<file path="src/hw/rtl/sensor_word_crc_framer_macros.svh">
// Assertion helpers for the CRC word framer.
`ifndef SENSOR_WORD_CRC_FRAMER_MACROS_SVH
`define SENSOR_WORD_CRC_FRAMER_MACROS_SVH

// same-cycle implication, checked outside reset
`define SFR_ASSERT_NOW(lbl, ante, cons, msg) \
  lbl: assert property (@(posedge clk) disable iff (!rst_n) (ante) |-> (cons)) else $error(msg);

// next-cycle implication, checked outside reset
`define SFR_ASSERT_NEXT(lbl, ante, cons, msg) \
  lbl: assert property (@(posedge clk) disable iff (!rst_n) (ante) |=> (cons)) else $error(msg);

`endif

</file>
<file path="src/hw/rtl/sfr_pkg.sv">
package sfr_pkg;

  localparam logic [1:0] MODE_CMD      = 2'd0;
  localparam logic [1:0] MODE_CMD_DATA = 2'd1;
  localparam logic [1:0] MODE_RX       = 2'd2;

  localparam logic [7:0]  CRC_INIT   = 8'hFF;
  localparam logic [7:0]  CRC_POLY   = 8'h31;
  localparam logic [15:0] READY_MASK = 16'h07FF;

  // job queue between front and back
  localparam int QDEPTH = 2;
  localparam int QPTR_W = 1;
  localparam int QCNT_W = 2;

  typedef struct packed {
    logic [1:0]  mode;
    logic [15:0] command;
    logic [15:0] data_word;
    logic [7:0]  rx_byte;
    logic        rx_last;
  } in_item_t;

  typedef struct packed {
    logic        tx_valid;
    logic [7:0]  tx_byte;
    logic        word_valid;
    logic [15:0] word_value;
    logic [2:0]  word_index;
    logic        crc_ok;
    logic        ready_bits_set;
    logic        last;
  } out_item_t;

  typedef enum logic [1:0] {
    OP_CMD      = 2'b00,
    OP_CMD_DATA = 2'b01,
    OP_WORD     = 2'b10
  } op_t;

  // one classified job; for a received word, word_hi holds the word
  typedef struct packed {
    op_t         op;
    logic [15:0] word_hi;
    logic [15:0] word_lo;
    logic [2:0]  idx;
    logic        crc_ok;
    logic        ready;
  } job_t;

  // CRC-8 update with one byte, MSB first
  function automatic logic [7:0] crc8_byte(input logic [7:0] crc_in, input logic [7:0] data);
    logic [7:0] c;
    c = crc_in ^ data;
    for (int b = 0; b < 8; b++) begin
      c = c[7] ? ({c[6:0], 1'b0} ^ CRC_POLY) : {c[6:0], 1'b0};
    end
    return c;
  endfunction

endpackage

</file>
<file path="src/hw/rtl/sensor_word_crc_framer.sv">
// When idle, the first result of an item passes from the job queue through the current-job
// register to the output register before it is presented.
// One result per cycle from the output stage while out_stall is low; a command gives three
// results, a command with data five, and received bytes give a word every third byte.
// A 2-entry job queue lets input keep flowing while a burst is being sent.
// Reset (rst_n low, synchronous): queue empty, no result pending, grouping at start.
`include "sensor_word_crc_framer_macros.svh"

module sensor_word_crc_framer #(
  parameter int MAX_RESPONSE_WORDS = 8
) (
  input  logic               clk,
  input  logic               rst_n,
  input  logic               in_valid,
  output logic               in_stall,
  input  sfr_pkg::in_item_t  in_data,
  output logic               out_valid,
  input  logic               out_stall,
  output sfr_pkg::out_item_t out_data
);

  localparam int CapInt = (MAX_RESPONSE_WORDS - 1 > 7) ? 7 : MAX_RESPONSE_WORDS - 1;
  localparam logic [2:0] IDX_CAP = 3'(CapInt);

  logic          q_push, q_pop, q_full, q_empty;
  sfr_pkg::job_t q_din, q_dout;
  logic          out_fire, tx_more, word_out;

  sfr_front #(
    .MAX_RESPONSE_WORDS(MAX_RESPONSE_WORDS)
  ) u_front (
    .clk     (clk),
    .rst_n   (rst_n),
    .in_valid(in_valid),
    .in_stall(in_stall),
    .in_data (in_data),
    .q_full  (q_full),
    .q_push  (q_push),
    .q_din   (q_din)
  );

  sfr_queue u_queue (
    .clk  (clk),
    .rst_n(rst_n),
    .push (q_push),
    .din  (q_din),
    .full (q_full),
    .pop  (q_pop),
    .empty(q_empty),
    .dout (q_dout)
  );

  sfr_back u_back (
    .clk      (clk),
    .rst_n    (rst_n),
    .q_empty  (q_empty),
    .q_dout   (q_dout),
    .q_pop    (q_pop),
    .out_valid(out_valid),
    .out_stall(out_stall),
    .out_data (out_data)
  );

  assign out_fire = out_valid && !out_stall;
  assign tx_more  = out_fire && out_data.tx_valid && !out_data.last;
  assign word_out = out_valid && out_data.word_valid;

  // a transmit burst is never broken up once its first byte transfers
  `SFR_ASSERT_NEXT(a_burst_cont, tx_more, out_valid && out_data.tx_valid, "burst interrupted")
  `SFR_ASSERT_NOW(a_word_single, word_out, out_data.last && !out_data.tx_valid, "bad word result")
  `SFR_ASSERT_NOW(a_idx_cap, word_out, out_data.word_index <= IDX_CAP, "word index above cap")
  `SFR_ASSERT_NOW(a_no_pop_empty, q_pop, !q_empty, "job queue popped while empty")

endmodule

</file>
<file path="src/hw/rtl/sfr_front.sv">
module sfr_front #(
  parameter int MAX_RESPONSE_WORDS = 8
) (
  input  logic             clk,
  input  logic             rst_n,
  input  logic             in_valid,
  output logic             in_stall,
  input  sfr_pkg::in_item_t in_data,
  input  logic             q_full,
  output logic             q_push,
  output sfr_pkg::job_t    q_din
);

  localparam int CapInt = (MAX_RESPONSE_WORDS - 1 > 7) ? 7 : MAX_RESPONSE_WORDS - 1;
  localparam logic [2:0] IDX_CAP = 3'(CapInt);

  logic [1:0] pos_r, pos_nxt;
  logic [2:0] cnt_r, cnt_nxt;
  logic [7:0] held_hi_r, held_hi_nxt;
  logic [7:0] held_lo_r, held_lo_nxt;
  logic [7:0] crc_r, crc_nxt;   // running CRC over the bytes held so far
  logic       accept;
  logic [15:0] word;

  assign in_stall = q_full;
  assign accept   = in_valid && !q_full;
  assign word     = {held_hi_r, held_lo_r};

  always_comb begin
    pos_nxt     = pos_r;
    cnt_nxt     = cnt_r;
    held_hi_nxt = held_hi_r;
    held_lo_nxt = held_lo_r;
    crc_nxt     = crc_r;
    q_push      = 1'b0;
    q_din.op      = sfr_pkg::OP_CMD;
    q_din.word_hi = in_data.command;
    q_din.word_lo = in_data.data_word;
    q_din.idx     = cnt_r;
    q_din.crc_ok  = 1'b0;
    q_din.ready   = 1'b0;
    if (accept) begin
      case (in_data.mode)
        sfr_pkg::MODE_CMD, sfr_pkg::MODE_CMD_DATA: begin
          q_push   = 1'b1;
          q_din.op = (in_data.mode == sfr_pkg::MODE_CMD) ? sfr_pkg::OP_CMD
                                                         : sfr_pkg::OP_CMD_DATA;
          pos_nxt  = 2'd0;
          cnt_nxt  = 3'd0;
        end
        sfr_pkg::MODE_RX: begin
          case (pos_r)
            2'd0: begin
              held_hi_nxt = in_data.rx_byte;
              crc_nxt     = sfr_pkg::crc8_byte(sfr_pkg::CRC_INIT, in_data.rx_byte);
              pos_nxt     = 2'd1;
            end
            2'd1: begin
              held_lo_nxt = in_data.rx_byte;
              crc_nxt     = sfr_pkg::crc8_byte(crc_r, in_data.rx_byte);
              pos_nxt     = 2'd2;
            end
            default: begin
              q_push        = 1'b1;
              q_din.op      = sfr_pkg::OP_WORD;
              q_din.word_hi = word;
              q_din.crc_ok  = (crc_r == in_data.rx_byte);
              q_din.ready   = |(word & sfr_pkg::READY_MASK);
              pos_nxt       = 2'd0;
              cnt_nxt       = (cnt_r < IDX_CAP) ? cnt_r + 3'd1 : IDX_CAP;
            end
          endcase
          if (in_data.rx_last) begin
            pos_nxt = 2'd0;
            cnt_nxt = 3'd0;
          end
        end
        default: begin
        end
      endcase
    end
  end

  always_ff @(posedge clk) begin
    if (!rst_n) begin
      pos_r     <= 2'd0;
      cnt_r     <= 3'd0;
      held_hi_r <= 8'd0;
      held_lo_r <= 8'd0;
    end else begin
      pos_r     <= pos_nxt;
      cnt_r     <= cnt_nxt;
      held_hi_r <= held_hi_nxt;
      held_lo_r <= held_lo_nxt;
    end
  end

  always_ff @(posedge clk) begin
    crc_r <= crc_nxt;
  end

endmodule

</file>
<file path="src/hw/rtl/sfr_queue.sv">
module sfr_queue (
  input  logic          clk,
  input  logic          rst_n,
  input  logic          push,
  input  sfr_pkg::job_t din,
  output logic          full,
  input  logic          pop,
  output logic          empty,
  output sfr_pkg::job_t dout
);

  sfr_pkg::job_t slot_r [sfr_pkg::QDEPTH];
  logic [sfr_pkg::QPTR_W-1:0] wr_ptr_r, rd_ptr_r;
  logic [sfr_pkg::QCNT_W-1:0] cnt_r;
  logic do_push, do_pop;

  assign full    = (cnt_r == sfr_pkg::QCNT_W'(sfr_pkg::QDEPTH));
  assign empty   = (cnt_r == '0);
  assign do_push = push && !full;
  assign do_pop  = pop && !empty;
  assign dout    = slot_r[rd_ptr_r];

  always_ff @(posedge clk) begin
    if (do_push) begin
      slot_r[wr_ptr_r] <= din;
    end
  end

  always_ff @(posedge clk) begin
    if (!rst_n) begin
      wr_ptr_r <= '0;
      rd_ptr_r <= '0;
      cnt_r    <= '0;
    end else begin
      if (do_push) begin
        wr_ptr_r <= wr_ptr_r + 1'b1;
      end
      if (do_pop) begin
        rd_ptr_r <= rd_ptr_r + 1'b1;
      end
      if (do_push && !do_pop) begin
        cnt_r <= cnt_r + 1'b1;
      end else if (do_pop && !do_push) begin
        cnt_r <= cnt_r - 1'b1;
      end
    end
  end

endmodule

</file>
<file path="src/hw/rtl/sfr_back.sv">
module sfr_back (
  input  logic               clk,
  input  logic               rst_n,
  input  logic               q_empty,
  input  sfr_pkg::job_t      q_dout,
  output logic               q_pop,
  output logic               out_valid,
  input  logic               out_stall,
  output sfr_pkg::out_item_t out_data
);

  logic               cur_valid_r;
  sfr_pkg::job_t      cur_r;
  logic [2:0]         pos_r;
  logic [7:0]         crc_r;
  logic               out_valid_r;
  sfr_pkg::out_item_t out_data_r;

  logic               adv, emit, load, is_last, crc_feed;
  logic [7:0]         tx_byte;
  sfr_pkg::out_item_t res;

  assign adv   = !out_valid_r || !out_stall;
  assign emit  = cur_valid_r && adv;
  assign load  = (!cur_valid_r || (emit && is_last)) && !q_empty;
  assign q_pop = load;

  always_comb begin
    tx_byte  = crc_r;
    is_last  = 1'b1;
    crc_feed = 1'b0;
    case (cur_r.op)
      sfr_pkg::OP_CMD: begin
        case (pos_r)
          3'd0:    tx_byte = cur_r.word_hi[15:8];
          3'd1:    tx_byte = cur_r.word_hi[7:0];
          default: tx_byte = crc_r;
        endcase
        is_last  = (pos_r == 3'd2);
        crc_feed = (pos_r < 3'd2);
      end
      sfr_pkg::OP_CMD_DATA: begin
        case (pos_r)
          3'd0:    tx_byte = cur_r.word_hi[15:8];
          3'd1:    tx_byte = cur_r.word_hi[7:0];
          3'd2:    tx_byte = cur_r.word_lo[15:8];
          3'd3:    tx_byte = cur_r.word_lo[7:0];
          default: tx_byte = crc_r;
        endcase
        is_last  = (pos_r == 3'd4);
        crc_feed = (pos_r == 3'd2) || (pos_r == 3'd3);
      end
      default: begin
        is_last = 1'b1;
      end
    endcase
  end

  always_comb begin
    res = '0;
    res.last = is_last;
    if (cur_r.op == sfr_pkg::OP_WORD) begin
      res.word_valid     = 1'b1;
      res.word_value     = cur_r.word_hi;
      res.word_index     = cur_r.idx;
      res.crc_ok         = cur_r.crc_ok;
      res.ready_bits_set = cur_r.ready;
    end else begin
      res.tx_valid = 1'b1;
      res.tx_byte  = tx_byte;
    end
  end

  always_ff @(posedge clk) begin
    if (!rst_n) begin
      cur_valid_r <= 1'b0;
      out_valid_r <= 1'b0;
    end else begin
      if (load) begin
        cur_valid_r <= 1'b1;
      end else if (emit && is_last) begin
        cur_valid_r <= 1'b0;
      end
      if (emit) begin
        out_valid_r <= 1'b1;
      end else if (!out_stall) begin
        out_valid_r <= 1'b0;
      end
    end
  end

  always_ff @(posedge clk) begin
    if (load) begin
      cur_r <= q_dout;
      pos_r <= 3'd0;
      crc_r <= sfr_pkg::CRC_INIT;
    end else if (emit) begin
      pos_r <= pos_r + 3'd1;
      if (crc_feed) begin
        crc_r <= sfr_pkg::crc8_byte(crc_r, tx_byte);
      end
    end
    if (emit) begin
      out_data_r <= res;
    end
  end

  assign out_valid = out_valid_r;
  assign out_data  = out_data_r;

endmodule

</file>
<file path="config.mk">
export PLATFORM = sky130hd
export DESIGN_NAME = sensor_word_crc_framer
export DESIGN_NICKNAME = d
export VERILOG_FILES = /design/src/hw/rtl/sfr_pkg.sv /design/src/hw/rtl/sensor_word_crc_framer.sv /design/src/hw/rtl/sfr_front.sv /design/src/hw/rtl/sfr_queue.sv /design/src/hw/rtl/sfr_back.sv
export VERILOG_INCLUDE_DIRS = /design/src /design/src/hw/rtl
export SDC_FILE = /design/constraint.sdc
export NUM_CORES = 1
export LEC_CHECK = 0
export BUFFER_PORTS_ARGS = -buffer_cell sky130_fd_sc_hd__buf_2
export CAP_MARGIN = 10
export CORE_AREA = 2 2 92 161
export DETAILED_ROUTE_END_ITERATION = 10
export DIE_AREA = 0 0 94 163
export GPL_TIMING_DRIVEN = 0
export PLACE_DENSITY_LB_ADDON = 0.3
export SKIP_LAST_GASP = 1
export SLEW_MARGIN = 20
export SYNTH_ARGS = -nofsm -noshare
export SYNTH_HDL_FRONTEND = slang
export SYNTH_SLANG_ARGS = --single-unit
</file>
<file path="constraint.sdc">
create_clock -name clk -period 4.6 [get_ports clk]
set_input_delay 0.69 -clock clk [delete_from_list [all_inputs] [get_ports clk]]
set_output_delay 0.69 -clock clk [all_outputs]
set_load 0.005 [all_outputs]
</file>
Word level (Yosys, flattened, before mapping)
Memory sizes are Yosys's and may differ from the RTL's. A register that Yosys moved wholly into a read port is not among the register bits.
Cells that the tools add are included.
{"block": "op_classes", "add_sub_neg": 6, "magnitude_cmp": 2, "eq_ne": 13, "mux": 58, "bitwise_logic": 27, "n_reduce_logical": 36}
{"operator": "6-bit 2-to-1 mux", "count": 24}
{"operator": "3-bit NOT", "count": 24}
{"operator": "8-bit one-hot mux with 2 select lines", "count": 3}
{"operator": "18-bit 2-to-1 mux", "count": 2}
{"operator": "8-bit one-hot mux with 4 select lines", "count": 1}
{"operator": "22-bit 2-to-1 mux", "count": 1}
{"operator": "16-bit 2-to-1 mux", "count": 1}
{"operator": "8-bit XOR", "count": 2}
{"operator": "2-bit 2-to-1 mux", "count": 6}
{"operator": "2-bit one-hot mux with 2 select lines", "count": 3}
{"operator": "3-bit AND reduction", "count": 4}
{"operator": "11-bit OR reduction", "count": 1}
{"operator": "1-bit 2-to-1 mux", "count": 9}
{"operator": "3-bit 2-to-1 mux", "count": 3}
{"operator": "9-bit 2-to-1 mux", "count": 1}
{"operator": "8-bit == test", "count": 1}
{"operator": "1-bit logical AND", "count": 8}
{"operator": "2-bit zero test", "count": 4}
{"operator": "8-bit NOT", "count": 1}
{"operator": "2-bit nonzero test", "count": 4}
{"operator": "1-bit zero test", "count": 7}
{"operator": "3-bit by 1-bit adder with 3-bit output, second input constant", "count": 2}
{"operator": "2-bit by 1-bit == test with 1-bit output, second input constant", "count": 3}
{"operator": "2-bit == test, second input constant", "count": 3}
{"operator": "16 further kinds", "count": 24}
{"block": "totals", "ff_bits": 78, "ramBits": 78, "input_bits": 47, "word_cells": 163, "n_memories": 1}
{"memory": "u_queue.slot_r", "words": 2, "width": 39, "rd": 1, "rd_clocked_by_memory_dff": 1, "wr": 1, "line_no": "sfr_queue.sv:12", "rtl": "sfr_pkg::job_t slot_r [sfr_pkg::QDEPTH];"}

Depth between registers and ports, before layout
{"block": "depth", "depth_word": 20, "mapped_depth": 11, "depth_no_buf": 10}

Hierarchy
Synthesis repeated with hierarchy kept, for this count alone.
{"block": "hier_totals", "cells_unflattened": 631, "hier_area_um2": 8793.4}
{"mod": "sfr_back", "n_inst": 1, "cells_per_inst": 257, "area_each_um2": 3606.0, "seq_area_each_um2": 2392.3}
{"mod": "sfr_queue", "n_inst": 1, "cells_per_inst": 146, "area_each_um2": 3041.7, "seq_area_each_um2": 2442.3}
{"mod": "sfr_front", "n_inst": 1, "cells_per_inst": 228, "area_each_um2": 2145.8, "seq_area_each_um2": 660.6}

Worst setup path after synthesis
No wires, ideal clock.
{"block": "synth_timing", "path_kind": "input to register", "start": "in in_valid", "end": "mem u_queue.slot_r[0][0] (netlist bit) (enable)", "setup_ps": 441, "t_arrival_ps": 2886, "setup_slack_ps": 1273, "path_stages": 3, "cell_sequence": "o21ai_0 a21oi_1 nor2b_1"}
{"block": "synth_via", "elab_chain_cells": 5}
{"item": "start, declared", "line_no": "sensor_word_crc_framer.sv:14", "rtl": "input logic in_valid,"}
{"item": "1-bit logical AND", "line_no": "sfr_front.sv:26", "rtl": "assign accept = in_valid && !q_full;"}
{"item": "1-bit 2-to-1 mux", "line_no": "sfr_front.sv:42", "rtl": "if (accept) begin"}
{"item": "1-bit logical AND", "line_no": "sfr_queue.sv:19", "rtl": "assign do_push = push && !full;"}
{"item": "net u_queue.do_push", "line_no": "sfr_queue.sv:15", "rtl": "logic do_push, do_pop;"}
{"item": "1-bit 2-to-1 mux", "line_no": "sfr_queue.sv:24", "rtl": "if (do_push) begin"}
{"item": "1-bit 2-to-1 mux (not written as such)", "line_no": "sfr_queue.sv:25", "rtl": "slot_r[wr_ptr_r] <= din;"}
{"item": "end, declared", "line_no": "sfr_queue.sv:12"}
The timed path passes the listed nets, and every way through them passes these cells.

Worst setup path after layout
{"block": "layout_timing", "start": "reg u_back.pos_r[0]", "end": "reg u_back.crc_r[1]"}
{"block": "layout_via", "elab_cells_between_ends": 26, "classes_between": "order compare (1); eq/ne (4); mux (11); bitwise (4); reduce/logical (6)"}
{"item": "start, declared", "line_no": "sfr_back.sv:14", "rtl": "logic [2:0] pos_r;"}
{"item": "start signal, assigned", "line_no": "sfr_back.sv:98", "rtl": "pos_r <= pos_r + 3'd1;"}
{"item": "3-bit == test or 3-bit by 2-bit == test with 1-bit output (tied branches)", "line_no": "sfr_back.sv:50, sfr_back.sv:39"}
{"item": "1-bit one-hot mux with 2 select lines *", "line_no": "sfr_back.sv:32", "rtl": "case (cur_r.op)"}
{"item": "1-bit logical AND *", "line_no": "sfr_back.sv:25", "rtl": "assign load = (!cur_valid_r || (emit && is_last)) && !q_empty;"}
{"item": "1-bit logical OR *", "line_no": "sfr_back.sv:25"}
{"item": "1-bit logical AND *", "line_no": "sfr_back.sv:25"}
{"item": "net q_pop", "line_no": "sensor_word_crc_framer.sv:25", "rtl": "logic q_push, q_pop, q_full, q_empty;"}
{"item": "end signal, assigned", "line_no": "sfr_back.sv:96", "rtl": "crc_r <= sfr_pkg::CRC_INIT;"}
{"item": "end signal, assigned", "line_no": "sfr_back.sv:100", "rtl": "crc_r <= sfr_pkg::crc8_byte(crc_r, tx_byte);"}
{"item": "end, declared", "line_no": "sfr_back.sv:15", "rtl": "logic [7:0] crc_r;"}
The timed path passes the listed nets; every way through them passes the cells marked *.
A chain may end at the register's enable or synchronous reset.

==> metrics.txt <==
status finished, final reports clean; clock sinks 195; MaxCap Viol Count 0; nets@finish 749; die height 163 µm; Reg-to-Reg Start u_back.pos_r[0]$_SDFFE_PP0P_; Initial Util 57.8%; peak supply drop 317 µV; crit start category flop; Synth Cell Area 8170 µm²; hold_sp in_data[21]; All-Layer GR Usage 23.0%; DRC viols 0; Top Family by Delay on Critical Path compound AO/OA/AOI/OAI gates; CP cell instances inv_1 -> ha_1 -> buf_2 -> nor3b_1 -> a311oi_1 -> o21ai_0 -> o21ai_1 -> clkinv_2 -> buf_12 -> nor2_1 -> a31oi_1; First DRT Iteration DRCs 406; FFs w/ async S/R, synth 0%; share of layout cells above drive strength 1 22.3%; worst hold path class in2reg; antenna violations before repair 0; routed len/inst 18.7 µm; P_leak 3.43 nW; design area 9490 µm²; end of the worst hold path u_queue.slot_r[1][17]$_DFFE_PP_; WS Path Type reg2reg; vias 5,008; Ports 81; Clock transition at path regs 0.08 ns; Post-synth EDFFs 157; Clock Tree Root clkbuf_16; R2R setup slack 1.12 ns; Worst Hold Margin 0.449 ns; final clock period utilization by the worst path 75.6%; RSZ-0062 raised after global routing no; PwrDens 620 nW/µm²; CORE AREA 14,200 µm²; critical path peak fanout 42; ANT nets after route 0; worst-skew pair later-pin latency 0.43 ns; Worst path slowest cell a311oi_1; Slew Limit Fails 0; area grow syn2layout 16.1%; Via density 5.64; Synth Instances 598; largest net degree at the start of global routing 43; port buffer count 74; Final Core Density 67.1%; Critical Path Max Stage Delay 0.60 ns; GR Overflow Total 0; yosys warns 0; total wire length 16.6 mm; cts repair resizes 0; Storage cell area 5480 µm²; Max H-tree Level 4; first-pass GRT wire length 26.1 mm; Synth cell types 46; fill count 1,023; CTS tree yes; Clock Path Buffers 2; WP data arrival 3.79 ns; Die W 94 µm; actual slew at the worst max-slew pin 0.900 ns; critical path startpoint u_back.pos_r[0]$_SDFFE_PP0P_; vias in the first global route 5,104; total CTS buffers 17; Antenna diodes 0; Buf+Inv Stages, Crit Path 4; Critical Path End Type flop; post-CTS setup buffers 0; Rel. slew slack 39.6%; Synth Net Count 652; Final setup viols 0; register bit total from synthesis 195; Final GP Congestion 0.926; hpwl dp 11.8 mm; Pre-antenna DRT Iters 8; skew final 0.0111 ns; final count of hold timing violations 0; FF-to-FF End u_back.crc_r[1]$_SDFFE_PP1P_; sequential share of the synthesized area 67.0%; worst endpoint required time 4.91 ns; R2R cell count 11; Site Rows 58; Hold Path Stages 1; dominant register cell in the synthesized netlist edfxtp_1; clock period minus worst slack 3.48 ns; setup TNS 0 ns; Placed Instance Area 8860 µm²; area occupied by multi-input gates 2550 µm²; Syn Area/Cell 13.7 µm²; Die Area 15,300 µm²; maximum achievable frequency 0.288 GHz; hold buffer count at cts 0
[cell usage after synthesis (all sizes together) (4+ instances only)]
master | instances | area (µm²)
a31oi | 6 | 37.5
nor2 | 20 | 75.1
inv | 7 | 26.3
nor2b | 18 | 113
xnor2 | 37 | 332
o21ai | 9 | 45.0
xor2 | 22 | 193
buf | 6 | 26.3
nand3 | 13 | 65.1
and2 | 26 | 163
ha | 7 | 87.6
dfxtp | 38 | 761
a22o | 9 | 78.8
edfxtp | 157 | 4710
a211oi | 4 | 30.0
o211ai | 6 | 45.0
nand2b | 4 | 25.0
mux2i | 9 | 90.1
clkbuf | 25 | 93.8
nor3 | 7 | 35.0
a21boi | 10 | 75.1
mux2 | 39 | 439
a21oi | 13 | 65.1
nand2 | 71 | 267
a222oi | 7 | 70.1
[final cells by class]
class,count,area share (%)
Buffer,31,1.28
Clock buffer,17,4.48
Clock inverter,15,2.18
Inverter,9,0.369
Multi-Input combinational cell,363,26.9
Sequential cell,195,57.7
Tap cell,180,2.37
Timing Repair Buffer,78,4.75
[sequential cells by signal, summed over array words and instances, names as in the netlist]
name,flops
u_front.held_hi_r,8
u_front.held_lo_r,8
u_front.crc_r,8
u_back.out_data,32
u_back.pos_r,3
u_front.cnt_r,3
u_queue.wr_ptr_r,1
u_back.cur_r,39
u_front.pos_r,2
u_back.cur_valid_r,1
u_back.out_valid,1
u_queue.slot_r,78
u_back.crc_r,8
u_queue.rd_ptr_r,1
u_queue.cnt_r,2
[where the power goes]
part           switching, mW  internal (mW)
logic                   1.01          0.749
registers              0.175           2.39
clock network          0.709          0.842
total                   1.90           3.98
[worst register-to-register path, stage by stage (launching register included)]
cell and delay [ns]:
dfxtp_1 0.41, inv_1 0.09, ha_1 0.20, buf_2 0.18, nor3b_1 0.15, a311oi_1 0.60, o21ai_0 0.23, o21ai_1 0.53
clkinv_2 0.37, buf_12 0.28, nor2_1 0.22, a31oi_1 0.11
[worst max-delay path by stage]
stage                                                 to  slack [ns]  cells past startpoint
after floorplan           u_queue.slot_r[0][0]$_DFFE_PP_        1.27                      3
after global placement      u_back.crc_r[1]$_SDFFE_PP1P_        0.03                     10
after detailed placement    u_back.crc_r[6]$_SDFFE_PP1P_        1.09                     11
after CTS                   u_back.crc_r[1]$_SDFFE_PP1P_        1.09                     11
after global routing        u_back.crc_r[6]$_SDFFE_PP1P_        0.89                     11
final                       u_back.crc_r[1]$_SDFFE_PP1P_        1.12                     11
[kinds of logic after synthesis]
family	count (synthesis)	share of synthesized area, %
buf+inv	40	1.88
mux	48	6.48
flops	195	67.0
xor+xnor	60	6.71
fa+ha+maj	7	1.07
compound gates	76	6.68
simple gates	172	10.2
[metrics by stage]
step,power [mW],setup WS (ns),instances
after global placement,4.24,0.0256,852
final,5.88,1.12,888
after global routing,6.16,0.886,888
after floorplan,3.79,1.27,598
after detailed placement,4.34,1.09,856
after CTS,5.90,1.09,888
[routing by layer]
metal  wire length [µm]  up-vias  part of all wire, %  track usage [%]
met2               9360      164                   56             42.2
li1                   -     2378                    -                -
met4                798        0                  4.8             12.7
met5                  0        -                    0                0
met3                635       45                  3.8             4.81
met1               5810     2421                   35             23.9
[layout by cell type, fill, tap and decap left out, types with 3 or more instances in the layout]
cell,count
dfxtp_1,38
a211oi_1,4
a21oi_1,13
nand2_1,71
mux2i_1,9
o21a_1,3
nor3b_1,3
nor2b_1,17
a31oi_1,6
xor2_1,22
o21ai_0,8
nand3_1,13
edfxtp_1,157
ha_1,7
clkbuf_1,24
buf_12,4
buf_2,77
a211o_1,3
o211ai_1,6
xnor2_1,36
nor3_1,7
a21boi_0,10
buf_1,3
nor2_1,20
a22o_1,9
inv_8,7
inv_1,7
a222oi_1,7
and2_1,25
clkbuf_16,17
mux2_2,39
nand2b_1,4
Power figures use the tool's default switching activity.
